File: src/rtl/mxq_pkg.sv
`default_nettype none

package mxq_pkg;

    typedef enum logic [1:0] {
        MODE_INT8 = 2'd0,
        MODE_FP8  = 2'd1,
        MODE_FP4  = 2'd2,
        MODE_RSVD = 2'd3
    } mxq_mode_t;

    localparam int Fp8ExpBits  = 4;
    localparam int Fp8MantBits = 3;
    localparam int Fp8ExpBias  = 7;
    localparam int Fp4ExpBits  = 2;
    localparam int Fp4MantBits = 1;
    localparam int Fp4ExpBias  = 1;

    // Round a float32 to a small minifloat, half away from zero, saturating.
    function automatic logic [7:0] mini_quant(input logic [31:0] bits, input int eb,
                                              input int mb, input int bias);
        logic [7:0]        expo;
        logic [22:0]       frac;
        logic [23:0]       sig;
        logic signed [9:0] ef;
        logic [7:0]        sh8;
        logic [23:0]       shv;
        logic [23:0]       rbv;
        logic [8:0]        mw;
        logic [3:0]        emask;
        logic [3:0]        mmask;
        logic [7:0]        code;
        expo  = bits[30:23];
        frac  = bits[22:0];
        emask = 4'((1 << eb) - 1);
        mmask = 4'((1 << mb) - 1);
        ef    = $signed({2'b00, expo}) - 10'sd127 + 10'(bias);
        sig   = (expo == 8'd0) ? {1'b0, frac} : {1'b1, frac};
        code  = 8'd0;
        if (expo == 8'hFF || bits[30:0] == 31'd0) begin
            code = 8'd0;
        end else begin
            if (ef <= 10'sd0) begin
                if (expo == 8'd0) begin
                    sh8 = 8'(150 - bias - mb);
                end else begin
                    sh8 = 8'(151 - bias - mb) - expo;
                end
                if (sh8 >= 8'd32) begin
                    mw = 9'd0;
                end else begin
                    shv = sig >> sh8[4:0];
                    rbv = sig >> (sh8[4:0] - 5'd1);
                    mw  = {1'b0, shv[7:0]} + {8'd0, rbv[0]};
                    if (mw > {5'd0, mmask}) begin
                        mw = {5'd0, mmask};
                    end
                end
                ef = 10'sd0;
            end else begin
                shv = {1'b0, frac} >> (23 - mb);
                rbv = {1'b0, frac} >> (22 - mb);
                mw  = {1'b0, shv[7:0]} + {8'd0, rbv[0]};
                if (mw == 9'(1 << mb)) begin
                    mw = 9'd0;
                    ef = ef + 10'sd1;
                end
                if (ef >= $signed({6'd0, emask})) begin
                    ef = $signed({6'd0, emask});
                    mw = {5'd0, mmask};
                end
            end
            code = 8'({4'd0, ef[3:0] & emask} << mb) | {4'd0, mw[3:0] & mmask};
            if (bits[31]) begin
                code = code | 8'(1 << (eb + mb));
            end
        end
        return code;
    endfunction

endpackage

`default_nettype wire

File: src/rtl/mxq_if.sv
`default_nettype none

interface mxq_cfg_if;
    logic       valid;
    logic       ready;
    logic [1:0] quant_format;
    modport source (output valid, output quant_format, input ready);
    modport sink (input valid, input quant_format, output ready);
endinterface

interface mxq_in_if;
    logic        valid;
    logic        ready;
    logic [31:0] value_bits;
    modport source (output valid, output value_bits, input ready);
    modport sink (input valid, input value_bits, output ready);
endinterface

interface mxq_out_if;
    logic       valid;
    logic       ready;
    logic [7:0] code;
    modport source (output valid, output code, input ready);
    modport sink (input valid, input code, output ready);
endinterface

`default_nettype wire

File: src/rtl/mx_element_quantizer.sv
// An accepted request passes the input register, then the result register, to the result channel.
// Throughput: one request per cycle while the result side accepts; the input register and
// the result register form a two-stage pipeline whose only loop is the valid/ready chain.
// Reset: rst_n clears both stage valid flags and sets the precision mode to int8.
`default_nettype none

module mx_element_quantizer
    import mxq_pkg::*;
(
    input  wire logic  clk,
    input  wire logic  rst_n,
    mxq_cfg_if.sink    cfg,
    mxq_in_if.sink     element,
    mxq_out_if.source  result
);

    mxq_mode_t   mode_reg;
    logic        s0_valid_reg;
    logic        s0_valid_next;
    logic [31:0] s0_bits_reg;
    logic        s1_valid_reg;
    logic        s1_valid_next;
    logic [7:0]  s1_code_reg;
    logic        s1_ready;
    logic        s0_ready;
    logic [7:0]  int8_code;
    logic [7:0]  mini_code;
    logic [7:0]  code_next;

    assign cfg.ready     = 1'b1;
    assign s1_ready      = !s1_valid_reg || result.ready;
    assign s0_ready      = !s0_valid_reg || s1_ready;
    assign element.ready = s0_ready;
    assign result.valid  = s1_valid_reg;
    assign result.code   = s1_code_reg;

    mxq_int8_conv u_int8 (
        .value_bits (s0_bits_reg),
        .code       (int8_code)
    );

    mxq_mini_conv u_mini (
        .value_bits (s0_bits_reg),
        .sel_fp8    (mode_reg == MODE_FP8),
        .code       (mini_code)
    );

    always_comb
    begin
        s0_valid_next = s0_ready ? element.valid : s0_valid_reg;
        s1_valid_next = s1_ready ? s0_valid_reg : s1_valid_reg;
        code_next     = (mode_reg == MODE_INT8) ? int8_code : mini_code;
    end

    always_ff @(posedge clk or negedge rst_n)
    begin
        if (!rst_n)
        begin
            mode_reg     <= MODE_INT8;
            s0_valid_reg <= 1'b0;
            s1_valid_reg <= 1'b0;
        end
        else
        begin
            if (cfg.valid)
            begin
                mode_reg <= mxq_mode_t'(cfg.quant_format);
            end
            s0_valid_reg <= s0_valid_next;
            s1_valid_reg <= s1_valid_next;
        end
    end

    always_ff @(posedge clk)
    begin
        if (s0_ready && element.valid)
        begin
            s0_bits_reg <= element.value_bits;
        end
        if (s1_ready && s0_valid_reg)
        begin
            s1_code_reg <= code_next;
        end
    end

endmodule

`default_nettype wire

File: src/rtl/mxq_int8_conv.sv
`default_nettype none

module mxq_int8_conv
    import mxq_pkg::*;
(
    input  wire logic [31:0] value_bits,
    output logic      [7:0]  code
);

    logic [7:0]  expo;
    logic [23:0] m;
    logic [30:0] q;
    logic        inc;
    logic [31:0] qr;
    logic [4:0]  sh;
    logic [32:0] half;
    logic [32:0] sum;
    logic [32:0] tw;
    logic [7:0]  t;

    assign expo = value_bits[30:23];
    assign m    = {1'b1, value_bits[22:0]};
    assign q    = {m, 7'd0} - {7'd0, m};
    assign sh   = 5'(8'd150 - expo);
    assign half = 33'd1 << (sh - 5'd1);

    always_comb
    begin
        // The product is rounded to 24 significant bits, ties to even.
        if (q[30])
        begin
            inc = q[6] && ((|q[5:0]) || q[7]);
            qr  = {1'b0, q[30:7], 7'd0} + (inc ? 32'd128 : 32'd0);
        end
        else
        begin
            inc = q[5] && ((|q[4:0]) || q[6]);
            qr  = {1'b0, q[30:6], 6'd0} + (inc ? 32'd64 : 32'd0);
        end
        sum = {1'b0, qr} + half;
        tw  = sum >> sh;
        if (value_bits[30:23] == 8'hFF && value_bits[22:0] != 23'd0)
        begin
            t = 8'd0;
        end
        else if (expo >= 8'd127)
        begin
            t = 8'd127;
        end
        else if (expo < 8'd119)
        begin
            t = 8'd0;
        end
        else if (tw > 33'd127)
        begin
            t = 8'd127;
        end
        else
        begin
            t = tw[7:0];
        end
        code = value_bits[31] ? (8'd0 - t) : t;
    end

endmodule

`default_nettype wire

File: src/rtl/mxq_mini_conv.sv
`default_nettype none

module mxq_mini_conv
    import mxq_pkg::*;
(
    input  wire logic [31:0] value_bits,
    input  wire logic        sel_fp8,
    output logic      [7:0]  code
);

    logic [7:0] fp8_code;
    logic [7:0] fp4_code;

    assign fp8_code = mini_quant(value_bits, Fp8ExpBits, Fp8MantBits, Fp8ExpBias);
    assign fp4_code = mini_quant(value_bits, Fp4ExpBits, Fp4MantBits, Fp4ExpBias);
    assign code     = sel_fp8 ? fp8_code : fp4_code;

endmodule

`default_nettype wire

File: src/flat_wrapper.sv
// flat-port wrapper written by rule: the top's interface ports become plain ports
module mx_element_quantizer_flat import mxq_pkg::*;
  (clk, rst_n, cfg_valid, cfg_quant_format, cfg_ready, element_valid, element_value_bits, element_ready, result_valid, result_code, result_ready);
  mxq_cfg_if cfg_i ();
  mxq_in_if element_i ();
  mxq_out_if result_i ();
  input  wire logic clk;
  input  wire logic rst_n;
  input wire logic [$bits(cfg_i.valid)-1:0] cfg_valid;
  input wire logic [$bits(cfg_i.quant_format)-1:0] cfg_quant_format;
  output wire logic [$bits(cfg_i.ready)-1:0] cfg_ready;
  input wire logic [$bits(element_i.valid)-1:0] element_valid;
  input wire logic [$bits(element_i.value_bits)-1:0] element_value_bits;
  output wire logic [$bits(element_i.ready)-1:0] element_ready;
  output wire logic [$bits(result_i.valid)-1:0] result_valid;
  output wire logic [$bits(result_i.code)-1:0] result_code;
  input wire logic [$bits(result_i.ready)-1:0] result_ready;
  assign cfg_i.valid = cfg_valid;
  assign cfg_i.quant_format = cfg_quant_format;
  assign cfg_ready = cfg_i.ready;
  assign element_i.valid = element_valid;
  assign element_i.value_bits = element_value_bits;
  assign element_ready = element_i.ready;
  assign result_valid = result_i.valid;
  assign result_code = result_i.code;
  assign result_i.ready = result_ready;
  mx_element_quantizer u_core (.clk(clk), .rst_n(rst_n), .cfg(cfg_i), .element(element_i), .result(result_i));
endmodule
File: config.mk
export PLATFORM = sky130hd
export DESIGN_NAME = mx_element_quantizer_flat
export DESIGN_NICKNAME = d
export VERILOG_FILES = /design/src/rtl/mxq_pkg.sv /design/src/rtl/mxq_if.sv /design/src/rtl/mx_element_quantizer.sv /design/src/rtl/mxq_int8_conv.sv /design/src/rtl/mxq_mini_conv.sv /design/src/flat_wrapper.sv
export SDC_FILE = /design/constraint.sdc
export NUM_CORES = 1
export LEC_CHECK = 0
export ABC_AREA = 1
export BUFFER_PORTS_ARGS = -buffer_cell sky130_fd_sc_hd__buf_4
export CORE_ASPECT_RATIO = 0.6
export CORE_MARGIN = 2
export CORE_UTILIZATION = 60
export CTS_CLUSTER_SIZE = 28
export DETAILED_ROUTE_END_ITERATION = 7
export PLACE_DENSITY = 0.78
export SLEW_MARGIN = 10
export SYNTH_ARGS = -nofsm -noshare
export SYNTH_HDL_FRONTEND = slang
export SYNTH_HIERARCHICAL = 1
export SYNTH_SLANG_ARGS = --single-unit
File: constraint.sdc
create_clock -name clk -period 6.59 [get_ports clk]
set_input_delay 0.659 -clock clk [delete_from_list [all_inputs] [get_ports clk]]
set_output_delay 0.659 -clock clk [all_outputs]
set_load 0.02 [all_outputs]
Yosys cells after proc, flatten, opt, wreduce, memory -nomap -nowiden:

Cells that the tools add are included.

* register bits after elaboration: 44
* logic and storage cells: 111
* input bits: 39
* output and inout port bits: 11

* shifts and indexed selects: 6
* reduce and logical (&&, ||, !) cells: 18
* equal/unequal tests: 4
* add/sub/neg operators: 20
* mux-type cells: 45
* $lt $le $gt $ge: 11
* bitwise operators: 2

Operators by type and width (count)
* $mux W8: 16
* $mux W10: 6
* $shr A24 B5 Y1: 2
* $shr A24 B5 Y8: 2
* $add A32 B33 Y33: 1
* $gt A33 B7 Y1 const B: 1
* $shl A1 B5 Y33 const A: 1
* $shr A33 B5 Y33: 1
* $add A31 B7 Y32: 1
* $add A31 B8 Y32: 1
* $mux W32: 1
* $logic_not A31 Y1: 1
* $sub A31 B24 Y31: 1
* $add A10 B2 Y10 const B: 3
* $mux W24: 1
* $reduce_bool A23 Y1: 1
* $le A10 B1 Y1 const B: 2
* $mux W4: 5
* $add A8 B1 Y9: 2
* $mux W3: 6
* $ge A8 B6 Y1 const B: 2
* $sub A8 B8 Y8 const A: 2
* $sub A5 B1 Y5 const B: 3
* $add A10 B4 Y10 const B: 1
* 27 further kinds: 43

Longest topological paths before layout:

Gate-level depths: netlist of run 1.

* depth after elaboration: 18
* mapped depth: 58

By module:

Netlist of run 1, hierarchy kept.

By module, submodules not included
* mxq_int8_conv: instances 1, cells an instance 1256, area each 6281.0 um2, seq. area each 0.0 um2
* mxq_mini_conv: instances 1, cells an instance 604, area each 3021.6 um2, seq. area each 0.0 um2
* mx_element_quantizer: instances 1, cells an instance 89, area each 1483.9 um2, seq. area each 1301.2 um2

Worst setup path after synthesis of run 1:

No wires, ideal clock.

* path type: flip-flop to flip-flop
* start: register u_core.s0_bits_reg[16]
* end: register u_core.s1_code_reg[6] (netlist: u_core/result.code[6]) (data pin)
* stages on the path, launching flop included: 56
* required time: 6.338 ns
* setup slack: 0.682 ns
* path buffers: 0
* arrival: 5.655 ns
* cells stage by stage: edfxtp_1 inv_1 ha_1 a21oi_1 o21ai_0 a21oi_1 o211ai_1 nand3_1 nand2_1 nand2_1 nand2_1 nor2_1 inv_2 nor2_4 inv_4 nor2_8 inv_4 o21ai_1 [20 not listed] nand2_1 nand2_1 inv_2 nor2_1 nand2_1 nor2_4 nand3_1 nand2_1 nand2_1 nand2_1 ha_1 nand2_1 nor2_1 nand2_1 nand3b_1 nand2_1 nand2_1 nand2_1

* word-level cells in the longest chain between the ends: 13

Ends and longest elaborated chain
* start, declared: RTL line mx_element_quantizer.sv:20 `logic [31:0] s0_bits_reg;`
* start signal, assigned: RTL line mx_element_quantizer.sv:78 `s0_bits_reg <= element.value_bits;`
* $sub A31 B24 Y31: RTL line mxq_int8_conv.sv:23 `assign q = {m, 7'd0} - {7'd0, m};`
* $add A31 B7 Y32 or $add A31 B8 Y32 (tied branches): RTL line mxq_int8_conv.sv:38, mxq_int8_conv.sv:33
* $mux W32: RTL line mxq_int8_conv.sv:30 `if (q[30])`
* $add A32 B33 Y33: RTL line mxq_int8_conv.sv:40 `sum = {1'b0, qr} + half;`
* $shr A33 B5 Y33: RTL line mxq_int8_conv.sv:41 `tw = sum >> sh;`
* $gt A33 B7 Y1: RTL line mxq_int8_conv.sv:54 `else if (tw > 33'd127)`
* $mux W8: RTL line mxq_int8_conv.sv:54
* $mux W8: RTL line mxq_int8_conv.sv:50 `else if (expo < 8'd119)`
* $mux W8: RTL line mxq_int8_conv.sv:46 `else if (expo >= 8'd127)`
* $mux W8 *: RTL line mxq_int8_conv.sv:42 `if (value_bits[30:23] == 8'hFF && value_bits[22:0] != 23'd0)`
* $sub A1 B8 Y8: RTL line mxq_int8_conv.sv:62 `code = value_bits[31] ? (8'd0 - t) : t;`
* $mux W8 *: RTL line mxq_int8_conv.sv:62
* net u_core.int8_code[6]: RTL line mx_element_quantizer.sv:26 `logic [7:0] int8_code;`
* $mux W8 *: RTL line mx_element_quantizer.sv:52 `code_next = (mode_reg == MODE_INT8) ? int8_code : mini_code;`
* net u_core.code_next[6]: RTL line mx_element_quantizer.sv:28 `logic [7:0] code_next;`
* end signal, assigned: RTL line mx_element_quantizer.sv:82 `s1_code_reg <= code_next;`
* end, declared: RTL line mx_element_quantizer.sv:23 `logic [7:0] s1_code_reg;`

The timed path passes the listed nets; every way through them passes the cells marked *.
A chain may end at the register's enable or synchronous reset.

Worst setup path after layout of run 1:

* start: register u_core.s0_bits_reg[11]
* end: register u_core.s1_code_reg[6] (netlist: u_core/result.code[6]) (data pin)

Same word-level chain as after synthesis.

==> results of run 1 <==
how the worst min path moves through the flow:
| stage | startpoint | end | slack, ps | depth (start not counted) |
|---|---|---|---|---|
| after detailed placement | rst_n | u_core/s0_valid_reg | 460 | 1 |
| after floorplan | rst_n | u_core/mode_reg[0] | 360 | 0 |
| after global placement | rst_n | u_core/s0_valid_reg | 460 | 1 |
| final | rst_n | u_core/s0_valid_reg | 130 | 1 |
| after CTS | rst_n | u_core/s0_valid_reg | 130 | 1 |
| after global routing | rst_n | u_core/s0_valid_reg | 130 | 1 |
worst max-delay path: cells and delay by family, from the launching register on:
kind / cells / cell delay (ps)
flip-flops: 1 / 410
adder cells (fa/ha/maj): 3 / 810
buffers and inverters: 5 / 540
AND/OR/NAND/NOR: 38 / 4010
AO/OA/AOI/OAI: 3 / 460
XOR/XNOR: 2 / 370
power by group through the flow:
stage               logic, W  clock network [W]  registers, W
floorplan           0.000921                  0      0.000364
global placement     0.00132                  0      0.000360
detailed placement   0.00133                  0      0.000360
CTS                  0.00137           0.000306      0.000355
global route         0.00173           0.000318      0.000359
finish               0.00162           0.000309      0.000357
per-layer routing:
metal	global-route usage, %	up-vias	part of all wire (%)
li1	-	6584	-
met1	61.7	6331	43
met2	51.4	1103	37
met3	19.9	127	18
met4	4.78	4	1.8
met5	4.17	-	0.27
area by class of cell:
| cell class | count | share of cell area [%] |
|---|---|---|
| clock buffer | 5 | 0.936 |
| clock inverter | 3 | 0.356 |
| inverter | 282 | 8.03 |
| multi-input combinational | 1572 | 68.8 |
| sequential | 44 | 9.74 |
| tap | 234 | 2.19 |
| timing repair buffer | 172 | 9.95 |
cells in the final DEF (no fill, tap or decap), types with 20 or more instances in the layout:
master,synthesis,routed
nand2_1,634,584
nand3_1,323,270
inv_1,260,252
buf_4,5,164
nor2_1,163,139
nand2_2,20,57
o21ai_0,60,57
nand3_2,9,54
a21oi_1,62,51
xor2_1,54,48
ha_1,69,44
nand4_1,43,43
edfxtp_1,40,40
nor2_2,16,28
inv_2,14,20
per-stage QoR:
stage | utilization [%] | instance area [sq um]
after floorplan | - | 10800
after global placement | 68.6 | 11900
after detailed placement | 68.6 | 11900
after CTS | 70.8 | 12300
after global routing | 77.0 | 13400
final | 77.0 | 13400
what timing repair did:
item,4_1_cts,5_1_grt
hold buffers,0,0
resized for setup,31,210
setup endpoints to repair,8,8
pin swaps,7,84
setup buffers,5,21
cells by family after synthesis:
family                   synth area share, %
other                                 0.0696
XOR/XNOR                                5.96
AO/OA/AOI/OAI                           9.36
adder cells (fa/ha/maj)                 8.19
flip-flops                              12.1
multiplexers                           0.186
AND/OR/NAND/NOR                         51.8
buffers and inverters                   12.4
==> impl_metrics.env, run 1 <==
export IMPL_run_status="finished with violations"
export IMPL_failed_checks="DRC, setup timing"
export IMPL_first_global_vias=11600
export IMPL_reg2regPathDepth=51
export IMPL_holdCritPathClass="input pin to async pin"
export IMPL_cts_buffers_inserted=5
export IMPL_synth_enable_flop_cells=40
export IMPL_crit_required_ps=6660
export IMPL_tritoncts_clock_tree="yes"
export IMPL_cpMaxStageDelayCell="edfxtp_1"
export IMPL_grt_overflow_total=0
export IMPL_sequentialPowerShare_pct=15.6
export IMPL_max_slew_margin_pct=44.1
export IMPL_design_portCount=50
export IMPL_die_x_um=177
export IMPL_peakVddDrop_v=0.000142
export IMPL_maximum_level_of_the_cts_h_tree=2
export IMPL_floorplan_core_area_sq_um=17400
export IMPL_setup_violations_final=8
export IMPL_power_combinational_fraction_pct=70.9
export IMPL_yosysMostFrequentCell="nand2_1"
export IMPL_gp_congestion=1.13
export IMPL_max_clock_freq_mhz=145
export IMPL_switching_power_w=0.00122
export IMPL_synthesis_nets=2058
export IMPL_tns_ps=-1570
export IMPL_multi_input_comb_area_sq_um=9200
export IMPL_ys_top_cells_by_area="nand2_1, nand3_1, edfxtp_1"
export IMPL_antenna_violations_before_repair=2
export IMPL_timing_worst_slew_pin_value_ps=838
export IMPL_ys_warn_count=6
export IMPL_cpMostUsedCell="nand2_1"
export IMPL_unrepaired_setup_endpoints_after_global_routing="yes"
export IMPL_vias_per_cell=6.12
export IMPL_largest_register_ffs=32
export IMPL_synthTopCellsByCount="nand2_1, nand3_1, inv_1, nor2_1, ha_1"
export IMPL_top_area_cell_type_share_of_the_netlist_area_pct=22.1
export IMPL_worst_r2r_startpoint="u_core/s0_bits_reg[11]"
export IMPL_drc=3
export IMPL_detailed_place_hpwl_mm=32.1
export IMPL_worst_skew_pair_late_latency_ps=310
export IMPL_total_leakage_power_nw=6.96
export IMPL_post_route_cells_drive_above_1_share_pct=22.0
export IMPL_power_report_internal_total_w=0.00107
export IMPL_max_clock_path_buffers=2
export IMPL_grt_max_degree=39
export IMPL_endpoint="u_core/result.code[6]"
export IMPL_mappedNetlistArea_sq_um=10800
export IMPL_grt_pass1_wl_mm=60.9
export IMPL_dp_worst_setup_slack_ps=-229
export IMPL_drt_wirelength_per_cell_um=18.4
export IMPL_finish_cell_count_without_fillers=2312
export IMPL_max_cap_viol_count=0
export IMPL_rows=37
export IMPL_endpoints_failing_hold=0
export IMPL_cp_max_fo=5
export IMPL_synth_yosys_seq_area_share_pct=12.1
export IMPL_p_sw_share_pct=53.2
export IMPL_worst_setup_path_startpoint="u_core/s0_bits_reg[11]"
export IMPL_finalClockSkew_ps=5.64
export IMPL_die_y_um=108
export IMPL_detail_route_iter0_violations=2763
export IMPL_antenna_left=0
export IMPL_numClockSinks=44
export IMPL_period_needed_ps=6870
export IMPL_drtPass1Iterations=8
export IMPL_totalPowerFinal_w=0.00229
export IMPL_finalHoldWorstSlack_ps=132
export IMPL_ys_seq_elements=44
export IMPL_total_vias_in_the_final_route=14100
export IMPL_r2r_slack_ps=-280
export IMPL_synth_avg_cell_area_sq_um=5.53
export IMPL_final_setup_worst_slack_ps=-285
export IMPL_ff_latch_area_sq_um=1300
export IMPL_fin_nets=2186
export IMPL_synth_top_flop_cell="edfxtp_1"
export IMPL_final_max_slew_violation_count=0
export IMPL_syn_inst=1949
export IMPL_placed_cells_incl_taps=2278
export IMPL_starting_density_of_the_core_pct=62.1
export IMPL_filler_cells_inserted=1378
export IMPL_total_inserted_antenna_cells=0
export IMPL_crit_type="flip-flop to flip-flop"
export IMPL_path_clk_slew_ps=70
export IMPL_critPathCaptureType="flip-flop"
export IMPL_clock_power_share_pct=13.5
export IMPL_setup_worst_path_start_class="flip-flop"
export IMPL_arrival_ps=6950
export IMPL_power_density_cell_area_nw_per_um2=171
export IMPL_port_buffers=48
export IMPL_critical_path_max_stage_delay_ps=410
export IMPL_synth_area_leader_cell="nand2_1"
export IMPL_ctsRootBufferMaster="clkbuf_16"
export IMPL_crit_reg2reg_capture="u_core/result.code[6]"
export IMPL_wirelength_mm=42.6
export IMPL_share_of_flip_flops_with_an_asynchronous_set_or_reset_after_synthesis_pct=9.09
export IMPL_layout_area_overhead_pct=23.9
export IMPL_floorplan_die_area_sq_um=19100
export IMPL_netlist_cell_type_count=67
export IMPL_fin_crit_sh_pct=104
export IMPL_grtUsageTotal_pct=40.9
(Power assumes the default switching activity.)
==> run 2, diff against run 1 <==
- RECOVER_POWER: unset -> 50
- SKIP_LAST_GASP: unset -> 1
==> impl_metrics.env, run 2 (synthesis gave the netlist of run 1 again) <==
export IMPL_unrepaired_setup_endpoints_after_global_routing="yes"
export IMPL_crit_type="flip-flop to flip-flop"
export IMPL_rows=37
export IMPL_worst_skew_pair_late_latency_ps=310
export IMPL_run_status="finished with violations"
export IMPL_grt_overflow_total=0
export IMPL_gp_congestion=1.13
export IMPL_finish_cell_count_without_fillers=2313
export IMPL_filler_cells_inserted=1386
export IMPL_floorplan_core_area_sq_um=17400
export IMPL_grt_pass1_wl_mm=60.9
export IMPL_ctsRootBufferMaster="clkbuf_16"
export IMPL_grt_max_degree=39
export IMPL_antenna_violations_before_repair=3
export IMPL_largest_register_ffs=32
export IMPL_drc=0
export IMPL_max_clock_freq_mhz=145
export IMPL_finalInstanceArea_sq_um=13300
export IMPL_die_y_um=108
export IMPL_cpMaxStageDelayCell="edfxtp_1"
export IMPL_cp_max_fo=5
export IMPL_max_cap_viol_count=0
export IMPL_reg2regPathDepth=51
export IMPL_setup_violations_final=8
export IMPL_post_route_cells_drive_above_1_share_pct=21.6
export IMPL_r2r_slack_ps=-290
export IMPL_placed_cells_incl_taps=2278
export IMPL_detailed_place_hpwl_mm=32.1
export IMPL_grtUsageTotal_pct=40.9
export IMPL_period_needed_ps=6880
export IMPL_fin_crit_sh_pct=104
export IMPL_first_global_vias=11600
export IMPL_wirelength_mm=42.5
export IMPL_total_vias_in_the_final_route=14100
export IMPL_floorplan_die_area_sq_um=19100
export IMPL_layout_commonest_cell="nand2_1"
export IMPL_drt_wirelength_per_cell_um=18.4
export IMPL_holdCritPathClass="input pin to async pin"
export IMPL_max_slew_margin_pct=47.0
export IMPL_power_density_cell_area_nw_per_um2=171
export IMPL_design_portCount=50
export IMPL_detail_route_iter0_violations=2773
export IMPL_critPathCaptureType="flip-flop"
export IMPL_antenna_left=0
export IMPL_totalPowerFinal_w=0.00228
export IMPL_final_setup_worst_slack_ps=-285
export IMPL_worst_r2r_startpoint="u_core/s0_bits_reg[4]"
export IMPL_peakVddDrop_v=0.000141
export IMPL_vias_per_cell=6.11
export IMPL_critical_path_max_stage_delay_ps=480
export IMPL_dpl_cell_area_sq_um=11900
export IMPL_layout_area_overhead_pct=23.6
export IMPL_drtPass1Iterations=7
export IMPL_numClockSinks=44
export IMPL_arrival_ps=6940
export IMPL_cpMostUsedCell="nand2_1"
export IMPL_final_max_slew_violation_count=0
export IMPL_cts_buffers_inserted=5
export IMPL_tritoncts_clock_tree="yes"
export IMPL_finalClockSkew_ps=6.71
export IMPL_most_common_layout_cells="nand2_1, nand3_1, inv_1, nor2_1, buf_4"
export IMPL_path_clk_slew_ps=70
export IMPL_max_clock_path_buffers=2
export IMPL_port_buffers=48
export IMPL_endpoints_failing_hold=0
export IMPL_failed_checks="setup timing"
export IMPL_fin_nets=2186
export IMPL_starting_density_of_the_core_pct=62.1
export IMPL_crit_reg2reg_capture="u_core/result.code[6]"
export IMPL_setup_worst_path_start_class="flip-flop"
export IMPL_crit_required_ps=6660
export IMPL_total_leakage_power_nw=6.93
export IMPL_maximum_level_of_the_cts_h_tree=2
export IMPL_die_x_um=177
export IMPL_timing_worst_slew_pin_value_ps=788
==> run 2: metal layers <==
metal / share of wire (%) / vias up / GRT usage, %
li1: - / 6576 / -
met3: 18 / 118 / 19.9
met2: 37 / 1103 / 51.4
met4: 1.7 / 6 / 4.78
met5: 0.30 / - / 4.17
met1: 43 / 6324 / 61.7
==> run 2: worst max path at each step <==
| stage | end | depth (start not counted) | slack, ps | startpoint |
|---|---|---|---|---|
| floorplan | u_core/result.code[6] | 55 | 680 | u_core/s0_bits_reg[16] |
| global placement | u_core/result.code[6] | 49 | -140 | u_core/s0_bits_reg[2] |
| detailed placement | u_core/result.code[6] | 48 | -230 | u_core/s0_bits_reg[10] |
| CTS | u_core/result.code[6] | 49 | 3 | u_core/s0_bits_reg[0] |
| global route | u_core/result.code[6] | 52 | -670 | u_core/s0_bits_reg[11] |
| finish | u_core/result.code[6] | 51 | -290 | u_core/s0_bits_reg[4] |
==> run 2: worst max-delay path, delay by kind of cell (launching register included) <==
| kind | cells | cell delay [ps] |
|---|---|---|
| adders and majority gates | 3 | 800 |
| buffers and inverters | 4 | 440 |
| and+or+nand+nor | 39 | 3980 |
| DFF | 1 | 480 |
| xor gates and xnor gates | 2 | 360 |
| AOI/OAI and AO/OA | 3 | 540 |
==> run 2: layout make-up <==
type / instances / area (sq um) / area share, %
clock inverter: 3 / 47.5 / 0.357
tap: 234 / 293 / 2.20
sequential: 44 / 1300 / 9.76
antenna: 1 / 2.50 / 0.0188
clock buffer: 5 / 125 / 0.939
timing repair buffer: 172 / 1300 / 9.75
multi-input combinational: 1572 / 9190 / 68.9
inverter: 282 / 1070 / 8.04
==> run 2: where the power goes <==
group          internal, W  switching [W]
registers         0.000332      0.0000248
clock network     0.000181       0.000127
logic             0.000555        0.00106
==> run 2: what timing repair did <==
action                                  CTS  global route
setup buffers                             5            21
hold buffers                              0             0
endpoints found under the setup margin    8             8
pin swaps                                 7            84
gates resized for setup                  31           204
==> run 2: per-stage QoR <==
stage,util [%],hold slack (ps),TNS (ps),worst slack (ps)
2_1_floorplan,-,363,0,682
3_3_place_gp,68.6,456,-360,-138
3_5_place_dp,68.6,459,-961,-229
4_1_cts,70.8,131,0,3.21
5_1_grt,76.8,172,-4660,-669
6_report,76.8,177,-1510,-285
